==> src/hw/rtl/rbsi_pkg.sv <==
// Shared types and constants of the ray versus box slab test.
package rbsi_pkg;

	localparam int Q_W = 32;
	localparam int FRAC_W = 16;
	// numerator magnitude: 33-bit difference scaled by 2^FRAC_W
	localparam int NUM_W = Q_W + 1 + FRAC_W;
	localparam int DEN_W = Q_W;
	localparam int DIV_STEPS = 4;

	localparam logic signed [Q_W-1:0] Q_MAX = {1'b0, {(Q_W-1){1'b1}}};
	localparam logic signed [Q_W-1:0] Q_MIN = {1'b1, {(Q_W-1){1'b0}}};
	localparam logic signed [Q_W-1:0] MISS_DIST = -(Q_W'(1) <<< FRAC_W);

	typedef logic signed [Q_W-1:0] q_t;

	typedef struct packed {
		q_t box_min_x;
		q_t box_min_y;
		q_t box_min_z;
		q_t box_max_x;
		q_t box_max_y;
		q_t box_max_z;
		q_t origin_x;
		q_t origin_y;
		q_t origin_z;
		q_t direction_x;
		q_t direction_y;
		q_t direction_z;
	} ray_req_t;

	typedef struct packed {
		q_t   hit_distance;
		logic missed;
	} ray_rsp_t;

endpackage

==> src/hw/rtl/rbsi_slab.sv <==
// One axis: saturate and sign the two plane distances, then order them; a zero direction gives the full range instead.
module rbsi_slab (
	input  logic                      clk,
	input  logic                      en,
	input  logic [rbsi_pkg::NUM_W-1:0] q_lo,
	input  logic [rbsi_pkg::NUM_W-1:0] q_hi,
	input  logic                      neg_lo,
	input  logic                      neg_hi,
	input  logic                      zero,
	input  logic                      between,
	output rbsi_pkg::q_t              enter,
	output rbsi_pkg::q_t              leave,
	output logic                      miss
);
	import rbsi_pkg::*;

	function automatic q_t sat_q(input logic [NUM_W-1:0] q, input logic neg);
		logic big;
		if (neg) begin
			big = (q[NUM_W-1:Q_W] != '0) || (q[Q_W-1] && (q[Q_W-2:0] != '0));
			return big ? Q_MIN : -q[Q_W-1:0];
		end
		big = (q[NUM_W-1:Q_W-1] != '0);
		return big ? Q_MAX : q[Q_W-1:0];
	endfunction

	q_t   a_s1, b_s1;
	logic zero_s1, between_s1;
	q_t   enter_s2, leave_s2;
	logic miss_s2;

	always_ff @(posedge clk) begin
		if (en) begin
			a_s1       <= sat_q(q_lo, neg_lo);
			b_s1       <= sat_q(q_hi, neg_hi);
			zero_s1    <= zero;
			between_s1 <= between;
		end
	end

	always_ff @(posedge clk) begin
		if (en) begin
			miss_s2 <= zero_s1 && !between_s1;
			if (zero_s1) begin
				enter_s2 <= Q_MIN;
				leave_s2 <= Q_MAX;
			end else if (a_s1 > b_s1) begin
				enter_s2 <= b_s1;
				leave_s2 <= a_s1;
			end else begin
				enter_s2 <= a_s1;
				leave_s2 <= b_s1;
			end
		end
	end

	assign enter = enter_s2;
	assign leave = leave_s2;
	assign miss  = miss_s2;
endmodule

==> config.mk <==
export PLATFORM = sky130hd
export DESIGN_NAME = rbsi_slab
export DESIGN_NICKNAME = d
export VERILOG_FILES = /design/src/hw/rtl/rbsi_pkg.sv /design/src/hw/rtl/rbsi_slab.sv
export SDC_FILE = /design/constraint.sdc
export NUM_CORES = 1
export LEC_CHECK = 0
export BUFFER_PORTS_ARGS = -buffer_cell sky130_fd_sc_hd__buf_2
export CAP_MARGIN = 20
export CORE_ASPECT_RATIO = 1.75
export CORE_UTILIZATION = 60
export DETAILED_ROUTE_END_ITERATION = 7
export PLACE_DENSITY_LB_ADDON = 0.3
export SLEW_MARGIN = 15
export SYNTH_ARGS = -nofsm -noshare
export SYNTH_HDL_FRONTEND = slang
export SYNTH_SLANG_ARGS = --single-unit
==> constraint.sdc <==
create_clock -name clk -period 8.03 [get_ports clk]
set_clock_uncertainty 0.2 [all_clocks]
set_input_delay 0.4015 -clock clk [delete_from_list [all_inputs] [get_ports clk]]
set_output_delay 0.4015 -clock clk [all_outputs]
set_load 0.02 [all_outputs]
After elaboration in Yosys (flattened, before gate mapping)
Cells that the tools add are included.
{"block": "word_totals", "out_inout_bits": 65, "reg_bits": 131}
{"block": "op_classes", "n_mux": 14, "magnitude_cmp": 1, "add_sub_neg": 2, "n_reduce_logical": 12}
{"op": "32-bit two-way mux", "n": 10}
{"op": "32-bit negator", "n": 2}
{"op": "31-bit nonzero test", "n": 2}
{"op": "18-bit nonzero test", "n": 2}
{"op": "17-bit nonzero test", "n": 2}
{"op": "32-bit > comparator", "n": 1}
{"op": "1-bit two-way mux", "n": 4}
{"op": "1-bit logical AND", "n": 3}
{"op": "1-bit logical OR", "n": 2}
{"op": "1-bit logical NOT", "n": 1}

Logic depth before layout (Yosys ltp)
{"block": "depth", "word_depth": 6, "depth_mapped": 12, "mapped_depth_nobuf": 9}

Worst setup path before layout
Ideal clock, no wire load.
{"block": "synth_timing", "path_type": "input to register", "startpoint": "input q_lo[1] (netlist bit)", "endpoint": "register a_s1[29] (data pin)", "stages": 7, "arrival_time_ns": 2.632, "path_slack_ns": 4.929, "setup_time_ns": 0.270, "cell_sequence": "or3_1 or3_4 or4_4 or4_4 or4_1 mux2i_1 nor3_1"}
{"block": "synth_between", "elab_chain_len": 6}
{"element": "start: declaration", "line_no": "rbsi_slab.sv:5", "text": "input logic [rbsi_pkg::NUM_W-1:0] q_lo,"}
{"element": "parallel branches: the longest is 3 deep, another holds 32-bit negator"}
{"element": "32-bit two-way mux (*)", "line_no": "rbsi_slab.sv:21", "text": "return big ? Q_MIN : -q[Q_W-1:0];"}
{"element": "32-bit two-way mux (*)", "line_no": "rbsi_slab.sv:19", "text": "if (neg) begin"}
{"element": "32-bit two-way mux (*)", "line_no": "rbsi_slab.sv:23", "text": "big = (q[NUM_W-1:Q_W-1] != '0);"}
{"element": "end signal: assignment", "line_no": "rbsi_slab.sv:34", "text": "a_s1 <= sat_q(q_lo, neg_lo);"}
{"element": "end: declaration", "line_no": "rbsi_slab.sv:27", "text": "q_t a_s1, b_s1;"}
Mark *: on every way between the ends. The select of a mux whose other input is x is not followed.
A chain may end at the register's enable or synchronous reset.

Worst setup path in the final report
{"block": "layout_timing", "startpoint": "register b_s1[25]", "endpoint": "register leave_s2[4], in the netlist leave[4] (data pin)"}
{"block": "layout_between", "elab_chain_len": 2}
{"element": "start: declaration", "line_no": "rbsi_slab.sv:27"}
{"element": "start signal: assignment", "line_no": "rbsi_slab.sv:35", "text": "b_s1 <= sat_q(q_hi, neg_hi);"}
{"element": "32-bit > comparator", "line_no": "rbsi_slab.sv:47", "text": "end else if (a_s1 > b_s1) begin"}
{"element": "32-bit two-way mux", "line_no": "rbsi_slab.sv:47"}
{"element": "end signal: assignment", "line_no": "rbsi_slab.sv:49", "text": "leave_s2 <= a_s1;"}
{"element": "end signal: assignment", "line_no": "rbsi_slab.sv:52", "text": "leave_s2 <= b_s1;"}
{"element": "end: declaration", "line_no": "rbsi_slab.sv:29", "text": "q_t enter_s2, leave_s2;"}
Every way passes these cells.

==> results.yml <==
place:
  gp_congestion: 0.951
  placed_cell_area_mm2: 0.00968
  portBuffers: 168
  dp_hpwl_um: 17100
  place_ws_ns: 4.24
synth:
  syn_area_per_cell_um2: 9.55
  yosysMostFrequentCell: "edfxtp_1"
  yosysSeqAreaShare: 0.450
  ys_ff_latch: 131
  synthTopCellsByCount: "131 x edfxtp_1, 100 x nand2_1, 76 x a21oi_1"
  synth_ff_type: "edfxtp_1"
  synth_top_family_by_area: "simple AND/OR/NAND/NOR gates"
  synth-adder-area-share: 0.0487
  synth_edf_count: 131
  syn_inst: 915
  ys_async_sr_fraction: 0
  synth.top_cell.area_share: 0.450
  synth_xor_area_frac: 0
  synth_top_area_cell: "edfxtp_1"
  synth_compound_area_frac: 0.167
  synthMuxAreaShare: 0.0799
  yosys.cell_types.count: 60
  synth_area_leaders: "edfxtp_1 45%, ha_1 4.9%, nand2b_1 4.9%, a21oi_1 4.4%, nand2_1 4.3%"
  netlist_area_mm2: 0.00873
  synth_warnings: 0
  synth_fp_nets: 1053
  synthSimpleGateAreaFrac: 0.208
clocking:
  cts_hold_buffers: 2
  clock_latency_ns: 0.42
  ctsLongestPathBuffers: 2
  cts_tree: "done"
  cts-resized-gates: 0
  cts_root_buf: "clkbuf_16"
  htreeDepth: 4
  numCtsBuffers: 17
  cts_setup_buffers: 0
  path_clk_slew_ns: 0.06
  clock_sinks: 131
sta:
  rsz0062_at_grt: "false"
  tightest_slew_ns: 1.16
  finalCritPeriodShare: 0.463
  fin_setup_tns_ns: 0
  setup_ws_ns: 4.32
  finalSetupViolations: 0
  post-route-min-period_ns: 3.71
  slew_headroom: 0.228
  slew_violations: 0
  finalHoldViolCount: 0
  fmax_ghz: 0.269
floorplan:
  core_mm2: 0.0143
  dieWidth_um: 93.2
  die_h_um: 162
  rows: 58
  initial_core_util: 0.611
  dieArea_mm2: 0.0151
  ios: 169
final_layout:
  design_area_mm2: 0.0103
  syn2layout_area_growth_pct: 18.4
  post-route-util: 0.724
  drive_above_1_share: 0.232
  num-nets-final: 1197
  num_antenna_cells: 0
power:
  power_density_mw_per_mm2: 215
  cellLeakagePower_uw: 0.00411
  vdd_drop_max_mv: 0.135
routing:
  drtAntennaViolNets: 0
  dr.pass1.iters: 8
  drc: 0
  wl_per_cell_um: 19.1
  drt-total-wl_um: 23900
  viasPerCell: 6.45
  drtIter0Drc: 599
  dr_total_vias: 8074
critical_path:
  crit_type: "flop to flop"
  r2r_start: "b_s1[25]"
  r2r-end: "leave[4]"
  rr_worst_depth: 11
  critPathMaxStageDelay_ns: 0.67
  cpMostUsedCell: "buf_4"
  arrival_ns: 3.74
  cp_cell_sequence: "inv_1 > ha_1 > nand4_1 > nor3_1 > a211oi_1 > o21ai_1 > buf_4 > and3_1 > buf_4 > a221oi_1 > o21ai_0"
  cp-start-kind: "flop"
  critPathMaxFanout: 33
  cpMaxStageDelayCell: "and3_1"
  required_ns: 8.05
  cp-end-kind: "flop"
  reg2reg_slack_ns: 4.32
min_path:
  hold_path_class: "input port to flop"
  hold_end: "b_s1[25]"
  hold_depth: 2
  min_from: "q_hi[25]"
status:
  status: "completed"
global_route:
  antenna_found_initial: 0
  grt_remaining_overflow: 0
  grt_max_degree: 99
  grtUsageTotal: 0.321
  first_global_vias: 7264
  grt_pass1_wl_um: 36900
flow_run:
  maxCapViolations: 0
critical path: cells and delay by family, from the launching register on:
| family | cells | cell delay [ns] |
|---|---|---|
| AND/OR/NAND/NOR | 3 | 1.11 |
| buffers and inverters | 3 | 0.85 |
| AO/OA/AOI/OAI | 4 | 0.52 |
| flip-flops | 1 | 0.49 |
| adder cells (fa/ha/maj) | 1 | 0.33 |
registers in the layout (all words and copies together), names as in the netlist:
register    count
a_s1           32
b_s1           32
enter          32
leave          32
between_s1      1
miss            1
zero_s1         1
stage by stage:
step / cells / power, µW / hold WS (ns)
floorplan: 915 / 1210 / 0.300
global placement: 1218 / 1370 / 0.312
detailed placement: 1218 / 1380 / 0.319
CTS: 1252 / 2220 / 0.119
global route: 1252 / 2290 / 0.140
finish: 1252 / 2220 / 0.124
logic make-up (layout without fill, tap and decap cells):
logic type	Yosys count	after routing
AO/OA/AOI/OAI	225	225
adder cells (fa/ha/maj)	34	34
buffers and inverters	106	263
flip-flops	131	131
multiplexers	66	66
AND/OR/NAND/NOR	353	353
report_power, final:
part,internal (µW),switching [µW],total [µW]
Sequential,848,47.1,895
Combinational,191,299,490
Clock,550,290,840
worst max path at each step:
stage / startpoint / cells past startpoint / slack (ns) / end
2_1_floorplan: q_lo[1] / 7 / 4.93 / a_s1[29]
3_3_place_gp: q_hi[1] / 11 / 4.33 / b_s1[31]
3_5_place_dp: q_hi[1] / 11 / 4.24 / b_s1[31]
4_1_cts: b_s1[25] / 11 / 4.40 / leave[3]
5_1_grt: q_hi[1] / 11 / 4.18 / b_s1[27]
6_report: b_s1[25] / 11 / 4.32 / leave[4]
layout by cell type, fill, tap and decap left out, types with 30 or more instances in the layout:
cell,instances
buf_2,167
edfxtp_1,131
nand2_1,100
a21oi_1,75
nand2b_1,68
nor2_1,60
inv_1,51
o21ai_0,48
mux2i_1,36
ha_1,34
a221oi_1,31
mux2_2,30
routing by layer:
metal / track usage / share of wire / up-vias
met5: 0 / 0 / -
met4: 0.179 / 0.047 / 0
met3: 0.0527 / 0.076 / 79
met2: 0.550 / 0.51 / 474
met1: 0.379 / 0.36 / 3787
li1: - / - / 3734
final cells by class:
cell class	instances	area [µm²]
sequential	131	3930
timing repair buffer	180	938
fill	1052	3950
tap	180	225
clock buffer	19	433
multi-input combinational	678	4420
clock inverter	13	208
inverter	51	191
(Power assumes the default switching activity.)
